[src/hrbp_pkg.sv]
// Package with the state, tag and status codes and the character classes of the request parser.
package hrbp_pkg;

   typedef enum logic [4:0] {
      ST_INVALID       = 5'd0,
      ST_START         = 5'd1,
      ST_METHOD        = 5'd2,
      ST_BEFORE_URI    = 5'd3,
      ST_IN_URI        = 5'd4,
      ST_BEFORE_QKEY   = 5'd5,
      ST_QKEY          = 5'd6,
      ST_BEFORE_QVAL   = 5'd7,
      ST_QVAL          = 5'd8,
      ST_BEFORE_PROTO  = 5'd9,
      ST_PROTO         = 5'd10,
      ST_BEFORE_VER    = 5'd11,
      ST_VER_DOT       = 5'd12,
      ST_VER           = 5'd13,
      ST_HKEY          = 5'd14,
      ST_BEFORE_COLON  = 5'd15,
      ST_AFTER_COLON   = 5'd16,
      ST_HVAL          = 5'd17,
      ST_CR            = 5'd18,
      ST_CRLF          = 5'd19,
      ST_CRLFCR        = 5'd20,
      ST_BODY          = 5'd21,
      ST_COMPLETE      = 5'd22
   } parse_state_type;

   typedef logic [3:0] field_tag_type;
   typedef logic [1:0] commit_type;
   typedef logic [1:0] status_type;
   typedef logic [1:0] num_phase_type;

   localparam field_tag_type TAG_NONE      = 4'd0;
   localparam field_tag_type TAG_METHOD    = 4'd1;
   localparam field_tag_type TAG_PATH      = 4'd2;
   localparam field_tag_type TAG_QKEY      = 4'd3;
   localparam field_tag_type TAG_QVAL      = 4'd4;
   localparam field_tag_type TAG_PROTO     = 4'd5;
   localparam field_tag_type TAG_VERSION   = 4'd6;
   localparam field_tag_type TAG_HKEY      = 4'd7;
   localparam field_tag_type TAG_HVAL      = 4'd8;
   localparam field_tag_type TAG_BODY      = 4'd9;

   localparam commit_type COMMIT_NONE      = 2'd0;
   localparam commit_type COMMIT_QUERY     = 2'd1;
   localparam commit_type COMMIT_HEADER    = 2'd2;

   localparam status_type STATUS_PARSING   = 2'd0;
   localparam status_type STATUS_COMPLETE  = 2'd1;
   localparam status_type STATUS_INVALID   = 2'd2;

   localparam num_phase_type NUM_SKIP      = 2'd0;
   localparam num_phase_type NUM_SIGN      = 2'd1;
   localparam num_phase_type NUM_DIGITS    = 2'd2;
   localparam num_phase_type NUM_DONE      = 2'd3;

   localparam logic [7:0] CH_QUESTION = 8'h3F;
   localparam logic [7:0] CH_EQUALS   = 8'h3D;
   localparam logic [7:0] CH_AMP      = 8'h26;
   localparam logic [7:0] CH_SLASH    = 8'h2F;
   localparam logic [7:0] CH_COLON    = 8'h3A;
   localparam logic [7:0] CH_DOT      = 8'h2E;
   localparam logic [7:0] CH_CR       = 8'h0D;
   localparam logic [7:0] CH_LF       = 8'h0A;
   localparam logic [7:0] CH_SPACE    = 8'h20;
   localparam logic [7:0] CH_TAB      = 8'h09;
   localparam logic [7:0] CH_PLUS     = 8'h2B;
   localparam logic [7:0] CH_MINUS    = 8'h2D;
   localparam logic [7:0] CH_ZERO     = 8'h30;

   localparam logic [3:0] KEY_LEN = 4'd14;

   // Characters of the literal Content-Length, by position.
   function automatic logic [7:0] key_char(input logic [3:0] pos);
      logic [7:0] ch;
      unique case (pos)
         4'd0:    ch = 8'h43;
         4'd1:    ch = 8'h6F;
         4'd2:    ch = 8'h6E;
         4'd3:    ch = 8'h74;
         4'd4:    ch = 8'h65;
         4'd5:    ch = 8'h6E;
         4'd6:    ch = 8'h74;
         4'd7:    ch = 8'h2D;
         4'd8:    ch = 8'h4C;
         4'd9:    ch = 8'h65;
         4'd10:   ch = 8'h6E;
         4'd11:   ch = 8'h67;
         4'd12:   ch = 8'h74;
         4'd13:   ch = 8'h68;
         default: ch = 8'h00;
      endcase
      return ch;
   endfunction

   function automatic logic is_blank(input logic [7:0] c);
      return (c == CH_SPACE) || (c == CH_TAB);
   endfunction

   function automatic logic is_upper(input logic [7:0] c);
      return (c >= 8'h41) && (c <= 8'h5A);
   endfunction

   function automatic logic is_digit(input logic [7:0] c);
      return (c >= 8'h30) && (c <= 8'h39);
   endfunction

   function automatic logic is_space(input logic [7:0] c);
      return (c == CH_SPACE) || ((c >= 8'h09) && (c <= 8'h0D));
   endfunction

endpackage

[src/hrbp_req_if.sv]
// Interface of the request byte channel.
interface hrbp_req_if;
   logic       valid;
   logic       ready;
   logic [7:0] data_byte;
   logic       start_new;

   modport source (output valid, output data_byte, output start_new, input ready);
   modport sink   (input valid, input data_byte, input start_new, output ready);
endinterface

[src/hrbp_rsp_if.sv]
// Interface of the tagged result channel.
interface hrbp_rsp_if;
   logic        valid;
   logic        ready;
   logic [7:0]  echo_byte;
   logic [3:0]  field_tag;
   logic        field_first;
   logic [1:0]  pair_commit;
   logic [1:0]  parse_status;
   logic        byte_ignored;
   logic [31:0] body_length;

   modport source (output valid, output echo_byte, output field_tag, output field_first,
                   output pair_commit, output parse_status, output byte_ignored,
                   output body_length, input ready);
   modport sink   (input valid, input echo_byte, input field_tag, input field_first,
                   input pair_commit, input parse_status, input byte_ignored,
                   input body_length, output ready);
endinterface

[src/http_request_byte_parser.sv]
// Top level of the byte-wise HTTP request parser with its input and result registers.
// A transaction taken into the input register is parsed there; its result is loaded into the
// result register and offered from it. Throughput: one byte per cycle unless a result waits;
// the parse state is registered together with the result of each byte.
// Reset: synchronous, clears the parse state to the start of a request line and empties
// both registers; start_new on a transaction clears the parse state before that byte.
module http_request_byte_parser #(
   parameter int LENGTH_WIDTH = 32
) (
   input  logic              clock,
   input  logic              reset,
   hrbp_req_if.sink          req_ch,
   hrbp_rsp_if.source        rsp_ch
);
   import hrbp_pkg::*;

   localparam int LW = LENGTH_WIDTH;
   localparam logic [LW-1:0] LEN_MASK = {LW{1'b1}};

   logic                  in_valid_ff;
   logic [7:0]            in_byte_ff;
   logic                  in_start_ff;

   parse_state_type       state_ff, state_in;
   logic [3:0]            key_pos_ff, key_pos_in;
   logic                  key_match_ff, key_match_in;
   logic                  len_seen_ff, len_seen_in;
   num_phase_type         num_phase_ff, num_phase_in;
   logic                  num_neg_ff, num_neg_in;
   logic [LW-1:0]         num_acc_ff, num_acc_in;
   logic [LW-1:0]         len_value_ff, len_value_in;
   logic [LW-1:0]         body_count_ff, body_count_in;

   logic                  rsp_valid_ff;
   logic [7:0]            rsp_byte_ff;
   field_tag_type         rsp_tag_ff, rsp_tag_in;
   logic                  rsp_first_ff, rsp_first_in;
   commit_type            rsp_commit_ff, rsp_commit_in;
   status_type            rsp_status_ff, rsp_status_in;
   logic                  rsp_ignored_ff, rsp_ignored_in;

   logic                  advance;
   logic [LW+31:0]        len_ext;

   // Parse state as seen by the byte, after an optional clear.
   parse_state_type       st;
   logic [3:0]            kpos;
   logic                  kmatch;
   logic                  lseen;
   num_phase_type         nphase;
   logic                  nneg;
   logic [LW-1:0]         nacc;
   logic [LW-1:0]         lval;
   logic [LW-1:0]         bcount;

   logic [3:0]            kf_pos_src;
   logic                  kf_match_src;
   logic [3:0]            kf_pos;
   logic                  kf_match;

   num_phase_type         nf_phase_src;
   logic                  nf_neg_src;
   logic [LW-1:0]         nf_acc_src;
   num_phase_type         nf_phase;
   logic                  nf_neg;
   logic [LW-1:0]         nf_acc;
   logic [LW+3:0]         nf_wide;
   logic [LW-1:0]         body_count_inc;
   logic [7:0]            c;

   assign advance       = in_valid_ff && (!rsp_valid_ff || rsp_ch.ready);
   assign req_ch.ready  = !in_valid_ff || advance;
   assign c             = in_byte_ff;

   always_comb begin
      st     = in_start_ff ? ST_START : state_ff;
      kpos   = in_start_ff ? 4'd0 : key_pos_ff;
      kmatch = in_start_ff ? 1'b0 : key_match_ff;
      lseen  = in_start_ff ? 1'b0 : len_seen_ff;
      nphase = in_start_ff ? NUM_SKIP : num_phase_ff;
      nneg   = in_start_ff ? 1'b0 : num_neg_ff;
      nacc   = in_start_ff ? '0 : num_acc_ff;
      lval   = in_start_ff ? '0 : len_value_ff;
      bcount = in_start_ff ? '0 : body_count_ff;
   end

   // Running match of the header key; a new key line starts it afresh.
   always_comb begin
      kf_pos_src   = (st == ST_CRLF) ? 4'd0 : kpos;
      kf_match_src = (st == ST_CRLF) ? 1'b1 : kmatch;
      if (kf_match_src && (kf_pos_src < KEY_LEN) && (c == key_char(kf_pos_src))) begin
         kf_pos   = kf_pos_src + 4'd1;
         kf_match = kf_match_src;
      end else begin
         kf_pos   = kf_pos_src;
         kf_match = 1'b0;
      end
   end

   // Number reader for the header value; the first value byte starts it afresh.
   always_comb begin
      nf_phase_src = (st == ST_AFTER_COLON) ? NUM_SKIP : nphase;
      nf_neg_src   = (st == ST_AFTER_COLON) ? 1'b0 : nneg;
      nf_acc_src   = (st == ST_AFTER_COLON) ? '0 : nacc;
      nf_wide      = ({4'd0, nf_acc_src} << 3) + ({4'd0, nf_acc_src} << 1)
                   + {{LW{1'b0}}, 4'(c - CH_ZERO)};
      nf_phase     = nf_phase_src;
      nf_neg       = nf_neg_src;
      nf_acc       = nf_acc_src;
      priority if ((nf_phase_src == NUM_SKIP) && is_space(c)) begin
      end else if ((nf_phase_src == NUM_SKIP) && ((c == CH_PLUS) || (c == CH_MINUS))) begin
         nf_neg   = (c == CH_MINUS);
         nf_phase = NUM_SIGN;
      end else if ((nf_phase_src != NUM_DONE) && is_digit(c)) begin
         nf_acc   = (nf_wide[LW+3:LW] != 4'd0) ? LEN_MASK : nf_wide[LW-1:0];
         nf_phase = NUM_DIGITS;
      end else begin
         nf_phase = NUM_DONE;
      end
   end

   assign body_count_inc = bcount + {{(LW-1){1'b0}}, 1'b1};

   always_comb begin
      state_in       = st;
      key_pos_in     = kpos;
      key_match_in   = kmatch;
      len_seen_in    = lseen;
      num_phase_in   = nphase;
      num_neg_in     = nneg;
      num_acc_in     = nacc;
      len_value_in   = lval;
      body_count_in  = bcount;
      rsp_tag_in     = TAG_NONE;
      rsp_first_in   = 1'b0;
      rsp_commit_in  = COMMIT_NONE;
      rsp_ignored_in = 1'b0;

      unique case (st)
         ST_START: begin
            if ((c == CH_CR) || (c == CH_LF) || is_blank(c)) begin
            end else if (is_upper(c)) begin
               rsp_tag_in   = TAG_METHOD;
               rsp_first_in = 1'b1;
               state_in     = ST_METHOD;
            end else begin
               state_in = ST_INVALID;
            end
         end
         ST_METHOD: begin
            if (is_upper(c)) rsp_tag_in = TAG_METHOD;
            else if (is_blank(c)) state_in = ST_BEFORE_URI;
            else state_in = ST_INVALID;
         end
         ST_BEFORE_URI: begin
            if (c == CH_SLASH) begin
               rsp_tag_in   = TAG_PATH;
               rsp_first_in = 1'b1;
               state_in     = ST_IN_URI;
            end else if (!is_blank(c)) begin
               state_in = ST_INVALID;
            end
         end
         ST_IN_URI: begin
            if (c == CH_QUESTION) state_in = ST_BEFORE_QKEY;
            else if (is_blank(c)) state_in = ST_BEFORE_PROTO;
            else rsp_tag_in = TAG_PATH;
         end
         ST_BEFORE_QKEY: begin
            if (is_blank(c) || (c == CH_CR) || (c == CH_LF)) begin
               state_in = ST_INVALID;
            end else begin
               rsp_tag_in   = TAG_QKEY;
               rsp_first_in = 1'b1;
               state_in     = ST_QKEY;
            end
         end
         ST_QKEY: begin
            if (c == CH_EQUALS) state_in = ST_BEFORE_QVAL;
            else if (is_blank(c)) state_in = ST_INVALID;
            else rsp_tag_in = TAG_QKEY;
         end
         ST_BEFORE_QVAL: begin
            if (is_blank(c) || (c == CH_CR) || (c == CH_LF)) begin
               state_in = ST_INVALID;
            end else begin
               rsp_tag_in   = TAG_QVAL;
               rsp_first_in = 1'b1;
               state_in     = ST_QVAL;
            end
         end
         ST_QVAL: begin
            if (c == CH_AMP) begin
               rsp_commit_in = COMMIT_QUERY;
               state_in      = ST_BEFORE_QKEY;
            end else if (is_blank(c)) begin
               rsp_commit_in = COMMIT_QUERY;
               state_in      = ST_BEFORE_PROTO;
            end else begin
               rsp_tag_in = TAG_QVAL;
            end
         end
         ST_BEFORE_PROTO: begin
            if (!is_blank(c)) begin
               rsp_tag_in   = TAG_PROTO;
               rsp_first_in = 1'b1;
               state_in     = ST_PROTO;
            end
         end
         ST_PROTO: begin
            if (c == CH_SLASH) state_in = ST_BEFORE_VER;
            else rsp_tag_in = TAG_PROTO;
         end
         ST_BEFORE_VER: begin
            if (is_digit(c)) begin
               rsp_tag_in   = TAG_VERSION;
               rsp_first_in = 1'b1;
               state_in     = ST_VER;
            end else begin
               state_in = ST_INVALID;
            end
         end
         ST_VER: begin
            if (c == CH_CR) begin
               state_in = ST_CR;
            end else if (c == CH_DOT) begin
               rsp_tag_in = TAG_VERSION;
               state_in   = ST_VER_DOT;
            end else if (is_digit(c)) begin
               rsp_tag_in = TAG_VERSION;
            end else begin
               state_in = ST_INVALID;
            end
         end
         ST_VER_DOT: begin
            if (is_digit(c)) begin
               rsp_tag_in = TAG_VERSION;
               state_in   = ST_VER;
            end else begin
               state_in = ST_INVALID;
            end
         end
         ST_HKEY: begin
            if (is_blank(c)) begin
               state_in = ST_BEFORE_COLON;
            end else if (c == CH_COLON) begin
               state_in = ST_AFTER_COLON;
            end else begin
               rsp_tag_in   = TAG_HKEY;
               key_pos_in   = kf_pos;
               key_match_in = kf_match;
            end
         end
         ST_BEFORE_COLON: begin
            if (c == CH_COLON) state_in = ST_AFTER_COLON;
            else if (!is_blank(c)) state_in = ST_INVALID;
         end
         ST_AFTER_COLON: begin
            if (!is_blank(c)) begin
               rsp_tag_in   = TAG_HVAL;
               rsp_first_in = 1'b1;
               state_in     = ST_HVAL;
               num_phase_in = nf_phase;
               num_neg_in   = nf_neg;
               num_acc_in   = nf_acc;
            end
         end
         ST_HVAL: begin
            if (c == CH_CR) begin
               rsp_commit_in = COMMIT_HEADER;
               state_in      = ST_CR;
               if (kmatch && (kpos == KEY_LEN) && !lseen) begin
                  len_seen_in  = 1'b1;
                  len_value_in = nneg ? '0 : nacc;
               end
            end else begin
               rsp_tag_in   = TAG_HVAL;
               num_phase_in = nf_phase;
               num_neg_in   = nf_neg;
               num_acc_in   = nf_acc;
            end
         end
         ST_CR: begin
            state_in = (c == CH_LF) ? ST_CRLF : ST_INVALID;
         end
         ST_CRLF: begin
            if (c == CH_CR) begin
               state_in = ST_CRLFCR;
            end else if (is_blank(c)) begin
               state_in = ST_INVALID;
            end else begin
               rsp_tag_in   = TAG_HKEY;
               rsp_first_in = 1'b1;
               state_in     = ST_HKEY;
               key_pos_in   = kf_pos;
               key_match_in = kf_match;
            end
         end
         ST_CRLFCR: begin
            if (c == CH_LF) begin
               state_in = (lseen && (lval != '0)) ? ST_BODY : ST_COMPLETE;
            end else begin
               state_in = ST_INVALID;
            end
         end
         ST_BODY: begin
            rsp_tag_in    = TAG_BODY;
            rsp_first_in  = (bcount == '0);
            body_count_in = body_count_inc;
            if (body_count_inc >= lval) state_in = ST_COMPLETE;
         end
         default: begin
            rsp_ignored_in = 1'b1;
         end
      endcase

      if (state_in == ST_COMPLETE) rsp_status_in = STATUS_COMPLETE;
      else if (state_in == ST_INVALID) rsp_status_in = STATUS_INVALID;
      else rsp_status_in = STATUS_PARSING;
   end

   always_ff @(posedge clock) begin
      if (reset) begin
         in_valid_ff <= 1'b0;
      end else if (req_ch.ready) begin
         in_valid_ff <= req_ch.valid;
      end
      if (req_ch.ready && req_ch.valid) begin
         in_byte_ff  <= req_ch.data_byte;
         in_start_ff <= req_ch.start_new;
      end
   end

   always_ff @(posedge clock) begin
      if (reset) begin
         state_ff      <= ST_START;
         key_pos_ff    <= 4'd0;
         key_match_ff  <= 1'b0;
         len_seen_ff   <= 1'b0;
         num_phase_ff  <= NUM_SKIP;
         num_neg_ff    <= 1'b0;
         num_acc_ff    <= '0;
         len_value_ff  <= '0;
         body_count_ff <= '0;
      end else if (advance) begin
         state_ff      <= state_in;
         key_pos_ff    <= key_pos_in;
         key_match_ff  <= key_match_in;
         len_seen_ff   <= len_seen_in;
         num_phase_ff  <= num_phase_in;
         num_neg_ff    <= num_neg_in;
         num_acc_ff    <= num_acc_in;
         len_value_ff  <= len_value_in;
         body_count_ff <= body_count_in;
      end
   end

   always_ff @(posedge clock) begin
      if (reset) begin
         rsp_valid_ff <= 1'b0;
      end else if (advance) begin
         rsp_valid_ff <= 1'b1;
      end else if (rsp_ch.ready) begin
         rsp_valid_ff <= 1'b0;
      end
      if (advance) begin
         rsp_byte_ff    <= in_byte_ff;
         rsp_tag_ff     <= rsp_tag_in;
         rsp_first_ff   <= rsp_first_in;
         rsp_commit_ff  <= rsp_commit_in;
         rsp_status_ff  <= rsp_status_in;
         rsp_ignored_ff <= rsp_ignored_in;
      end
   end

   // The length register only changes when a new result is loaded, so it can drive the port.
   assign len_ext             = {32'd0, len_value_ff};
   assign rsp_ch.valid        = rsp_valid_ff;
   assign rsp_ch.echo_byte    = rsp_byte_ff;
   assign rsp_ch.field_tag    = rsp_tag_ff;
   assign rsp_ch.field_first  = rsp_first_ff;
   assign rsp_ch.pair_commit  = rsp_commit_ff;
   assign rsp_ch.parse_status = rsp_status_ff;
   assign rsp_ch.byte_ignored = rsp_ignored_ff;
   assign rsp_ch.body_length  = len_ext[31:0];

endmodule

[src/flat_wrapper.sv]
// flat-port wrapper written by rule: the top's interface ports become plain ports
module http_request_byte_parser_flat import hrbp_pkg::*;
#(
   parameter int LENGTH_WIDTH = 32
)
  (clock, reset, req_ch_valid, req_ch_data_byte, req_ch_start_new, req_ch_ready, rsp_ch_valid, rsp_ch_echo_byte, rsp_ch_field_tag, rsp_ch_field_first, rsp_ch_pair_commit, rsp_ch_parse_status, rsp_ch_byte_ignored, rsp_ch_body_length, rsp_ch_ready);
  hrbp_req_if req_ch_i ();
  hrbp_rsp_if rsp_ch_i ();
  input  logic clock;
  input  logic reset;
  input wire logic [$bits(req_ch_i.valid)-1:0] req_ch_valid;
  input wire logic [$bits(req_ch_i.data_byte)-1:0] req_ch_data_byte;
  input wire logic [$bits(req_ch_i.start_new)-1:0] req_ch_start_new;
  output wire logic [$bits(req_ch_i.ready)-1:0] req_ch_ready;
  output wire logic [$bits(rsp_ch_i.valid)-1:0] rsp_ch_valid;
  output wire logic [$bits(rsp_ch_i.echo_byte)-1:0] rsp_ch_echo_byte;
  output wire logic [$bits(rsp_ch_i.field_tag)-1:0] rsp_ch_field_tag;
  output wire logic [$bits(rsp_ch_i.field_first)-1:0] rsp_ch_field_first;
  output wire logic [$bits(rsp_ch_i.pair_commit)-1:0] rsp_ch_pair_commit;
  output wire logic [$bits(rsp_ch_i.parse_status)-1:0] rsp_ch_parse_status;
  output wire logic [$bits(rsp_ch_i.byte_ignored)-1:0] rsp_ch_byte_ignored;
  output wire logic [$bits(rsp_ch_i.body_length)-1:0] rsp_ch_body_length;
  input wire logic [$bits(rsp_ch_i.ready)-1:0] rsp_ch_ready;
  assign req_ch_i.valid = req_ch_valid;
  assign req_ch_i.data_byte = req_ch_data_byte;
  assign req_ch_i.start_new = req_ch_start_new;
  assign req_ch_ready = req_ch_i.ready;
  assign rsp_ch_valid = rsp_ch_i.valid;
  assign rsp_ch_echo_byte = rsp_ch_i.echo_byte;
  assign rsp_ch_field_tag = rsp_ch_i.field_tag;
  assign rsp_ch_field_first = rsp_ch_i.field_first;
  assign rsp_ch_pair_commit = rsp_ch_i.pair_commit;
  assign rsp_ch_parse_status = rsp_ch_i.parse_status;
  assign rsp_ch_byte_ignored = rsp_ch_i.byte_ignored;
  assign rsp_ch_body_length = rsp_ch_i.body_length;
  assign rsp_ch_i.ready = rsp_ch_ready;
  http_request_byte_parser #(.LENGTH_WIDTH(LENGTH_WIDTH)) u_core (.clock(clock), .reset(reset), .req_ch(req_ch_i), .rsp_ch(rsp_ch_i));
endmodule
[config.mk]
export PLATFORM = sky130hd
export DESIGN_NAME = http_request_byte_parser_flat
export DESIGN_NICKNAME = d
export VERILOG_FILES = /design/src/hrbp_pkg.sv /design/src/hrbp_req_if.sv /design/src/hrbp_rsp_if.sv /design/src/http_request_byte_parser.sv /design/src/flat_wrapper.sv
export SDC_FILE = /design/constraint.sdc
export NUM_CORES = 1
export LEC_CHECK = 0
export BUFFER_PORTS_ARGS = -buffer_cell sky130_fd_sc_hd__buf_2
export CORE_ASPECT_RATIO = 2
export CORE_UTILIZATION = 45
export DETAILED_ROUTE_END_ITERATION = 7
export PLACE_DENSITY = 0.72
export SLEW_MARGIN = 5
export SYNTH_ARGS = -nofsm -noshare
export SYNTH_HDL_FRONTEND = slang
export SYNTH_SLANG_ARGS = --single-unit
export TNS_END_PERCENT = 5
[constraint.sdc]
create_clock -name clock -period 12.75 [get_ports clock]
set_input_delay 2.55 -clock clock [delete_from_list [all_inputs] [get_ports clock]]
set_output_delay 2.55 -clock clock [all_outputs]
set_load 0.01 [all_outputs]
==> impl_metrics.env <==
export IMPL_status="completed"
export IMPL_drive_gt1_share_pct=8.95
export IMPL_hold_buffers=0
export IMPL_fin_util_pct=50.3
export IMPL_clk_latency_ns=0.44
export IMPL_synth_main_ff_cell="dfxtp_1"
export IMPL_synthCells=1495
export IMPL_cp_start_kind="flop"
export IMPL_vias=12000
export IMPL_cts_resized_gates=0
export IMPL_grt_start_max_net_pins=74
export IMPL_syn_area_sq_um=11500
export IMPL_worst_setup_path_type="flop to flop"
export IMPL_holdPathStages=2
export IMPL_ios=65
export IMPL_cts_tree="yes"
export IMPL_placed_cell_area_sq_um=12000
export IMPL_design_area_sq_um=12600
export IMPL_area_delta_synth_final_pct=9.94
export IMPL_clkSlewWorstSetupHoldPaths_ns=0.06
export IMPL_critical_path_required_ns=13.08
export IMPL_rows=82
export IMPL_highest_layer="met4"
export IMPL_r2r_cells=17
export IMPL_wirelength_um=40500
export IMPL_cts_sinks=139
export IMPL_worst_slew_pin_slew_ns=0.982
export IMPL_timing_final_crit_share_pct=48.7
export IMPL_fin_ws_ns=6.54
export IMPL_vdd_ir_drop_max_mv=0.0962
export IMPL_synth_area_leaders="dfxtp_1, ha_1, edfxtp_1"
export IMPL_power_density_nw_per_um2=85.7
export IMPL_drtPass1Iterations=5
export IMPL_synth_top_area_share_pct=19.6
export IMPL_fmax_ghz=0.161
export IMPL_fp_dieH_um=228
export IMPL_cts_made_buffers=17
export IMPL_skew_ns=0.00725
export IMPL_arrival_ns=6.54
export IMPL_synth_fp_nets=1611
export IMPL_cts_htree_levels=4
export IMPL_start_util_pct=45.8
export IMPL_grt_pass1_vias=11700
export IMPL_grt_pass1_wl_um=62600
export IMPL_tns_ns=0
export IMPL_antenna_left=0
export IMPL_setup_viol=0
export IMPL_async_flop_share_pct=0
export IMPL_fin_crit_ns=6.21
export IMPL_synth_common_cells="nand2_1, nor2_1, a21oi_1"
export IMPL_ys_ff_latch=139
export IMPL_grt_usage_pct=31.5
export IMPL_met1_length_um=13900
export IMPL_wl_met3_um=2150
export IMPL_post_cts_buffers=0
export IMPL_dieArea_sq_um=26100
export IMPL_drt_iter0_markers=891
export IMPL_place_ws_ns=6.73
export IMPL_ctsRootBufferMaster="clkbuf_16"
export IMPL_detail_route_wl_per_cell_um=21.8
export IMPL_avgSynthCellArea_sq_um=7.67
export IMPL_diodes=0
export IMPL_yosysWarnings=0
export IMPL_power_total_w=0.00108
export IMPL_nFillCells=2495
export IMPL_ys_seq_area_share_pct=26.6
export IMPL_rsz0062_at_grt="no"
export IMPL_grt_remaining_overflow=0
export IMPL_maxSlewViolCount=0
export IMPL_portBuffers=64
export IMPL_drcViolationCount=0
export IMPL_leakagePower_nw=5.10
export IMPL_die_x_um=115
export IMPL_antenna_found_initial=0
export IMPL_slew_headroom_pct=34.2
export IMPL_cp_max_fo=24
export IMPL_synth_most_common_cell="nand2_1"
export IMPL_synth_edf_count=27
export IMPL_core_area_sq_um=25000
export IMPL_layout_nets=1623
export IMPL_wl_met2_um=20800
export IMPL_dpl_hpwl_um=30300
export IMPL_synth_distinct_cells=91
export IMPL_max_cap_viol_count=0
export IMPL_cp_end_kind="flop"
export IMPL_hold_violations=0
export IMPL_ctsLongestPathBuffers=2
export IMPL_gp_congestion=1.05
export IMPL_hp_class="flop to flop"
export IMPL_synth_largest_area_cell="dfxtp_1"
export IMPL_viasPerCell=6.45
==> kinds of logic after synthesis <==
| family | count (synthesis) | share of synthesized area (%) |
|---|---|---|
| AND/OR/NAND/NOR | 600 | 26.9 |
| AO/OA/AOI/OAI | 469 | 25.9 |
| flip-flops | 139 | 26.6 |
| buffers and inverters | 117 | 4.04 |
| adder cells (fa/ha/maj) | 103 | 11.3 |
| XOR/XNOR | 60 | 4.59 |
| multiplexers | 7 | 0.644 |
==> cells in the final DEF (no fill, tap or decap), drive strengths merged, types with 15 or more instances in the layout <==
| cell | instances |
|---|---|
| nor2b | 28 |
| clkbuf | 19 |
| edfxtp | 27 |
| and2 | 42 |
| and3 | 15 |
| buf | 81 |
| nand4 | 27 |
| o21ai | 124 |
| a21o | 23 |
| inv | 28 |
| nor4 | 26 |
| nand2 | 158 |
| a22oi | 53 |
| nor2 | 153 |
| ha | 102 |
| nand3 | 42 |
| dfxtp | 112 |
| a211oi | 15 |
| or3 | 16 |
| nor3 | 33 |
| a21oi | 139 |
| xnor2 | 37 |
| xor2 | 23 |
==> worst paths after layout <==
check / start / endpoint / slack (ns)
max: u_core.in_start_ff$_DFFE_PP_ / u_core.num_acc_ff[18]$_SDFFE_PP0P_ / 6.54
min: u_core.len_seen_ff$_SDFFE_PP0P_ / u_core.len_seen_ff$_SDFFE_PP0P_ / 0.48
max reg2reg: u_core.in_start_ff$_DFFE_PP_ / u_core.num_acc_ff[18]$_SDFFE_PP0P_ / 6.54
min reg2reg: u_core.len_seen_ff$_SDFFE_PP0P_ / u_core.len_seen_ff$_SDFFE_PP0P_ / 0.48
==> metrics by stage <==
step                hold slack [ns]  cells
finish                        0.475   1856
global route                  0.504   1856
detailed placement            0.452   1824
CTS                           0.475   1856
floorplan                     0.424   1495
global placement              0.440   1824
==> critical path, stage by stage, from the launching register on <==
cell and delay, ns:
edfxtp_1 0.38, buf_4 0.24, nor4_1 0.47, nand2_1 0.28
and3_1 0.32, xor2_1 0.17, ha_1 0.22, a21o_1 0.16
ha_1 0.35, o21ai_0 0.14, o21a_1 0.20, nor3_1 0.59
a21oi_1 0.24, a2111oi_0 0.79, nor2b_1 0.20, or4b_1 0.73
o221ai_1 0.26, a211oi_1 0.36
==> flip-flops by register name (all words and copies together) (netlist names) <==
register / cells
u_core.rsp_ch.field_first: 1
u_core.rsp_ch.body_length: 32
u_core.in_valid_ff: 1
u_core.num_phase_ff: 2
u_core.rsp_ch.echo_byte: 8
u_core.rsp_ch.parse_status: 2
u_core.state_ff: 5
u_core.rsp_ch.pair_commit: 2
u_core.rsp_ch.valid: 1
u_core.c: 8
u_core.key_match_ff: 1
u_core.in_start_ff: 1
u_core.key_pos_ff: 4
u_core.len_seen_ff: 1
u_core.num_neg_ff: 1
u_core.body_count_ff: 32
u_core.num_acc_ff: 32
u_core.rsp_ch.field_tag: 4
u_core.rsp_ch.byte_ignored: 1
==> power by group <==
| group | internal (W) | switching (W) |
|---|---|---|
| registers | 0.000457 | 0.0000154 |
| logic | 0.0000270 | 0.0000619 |
| clock network | 0.000325 | 0.000194 |
==> routing by layer <==
layer	GRT usage [%]	vias up
met1	30.5	5695
met2	56.9	503
met3	5.81	197
met4	27.1	0
li1	-	5571
met5	0	-
==> layout make-up <==
cell class	count	area, sq um	area share [%]
repair buffers	81	448	3.56
clock buffers	19	433	3.44
inverters	29	109	0.864
multi-input cells	1239	7960	63.2
clock inverters	13	174	1.38
flip-flops and latches	139	3050	24.2
well taps	336	420	3.34
Power figures use the tool's default switching activity.
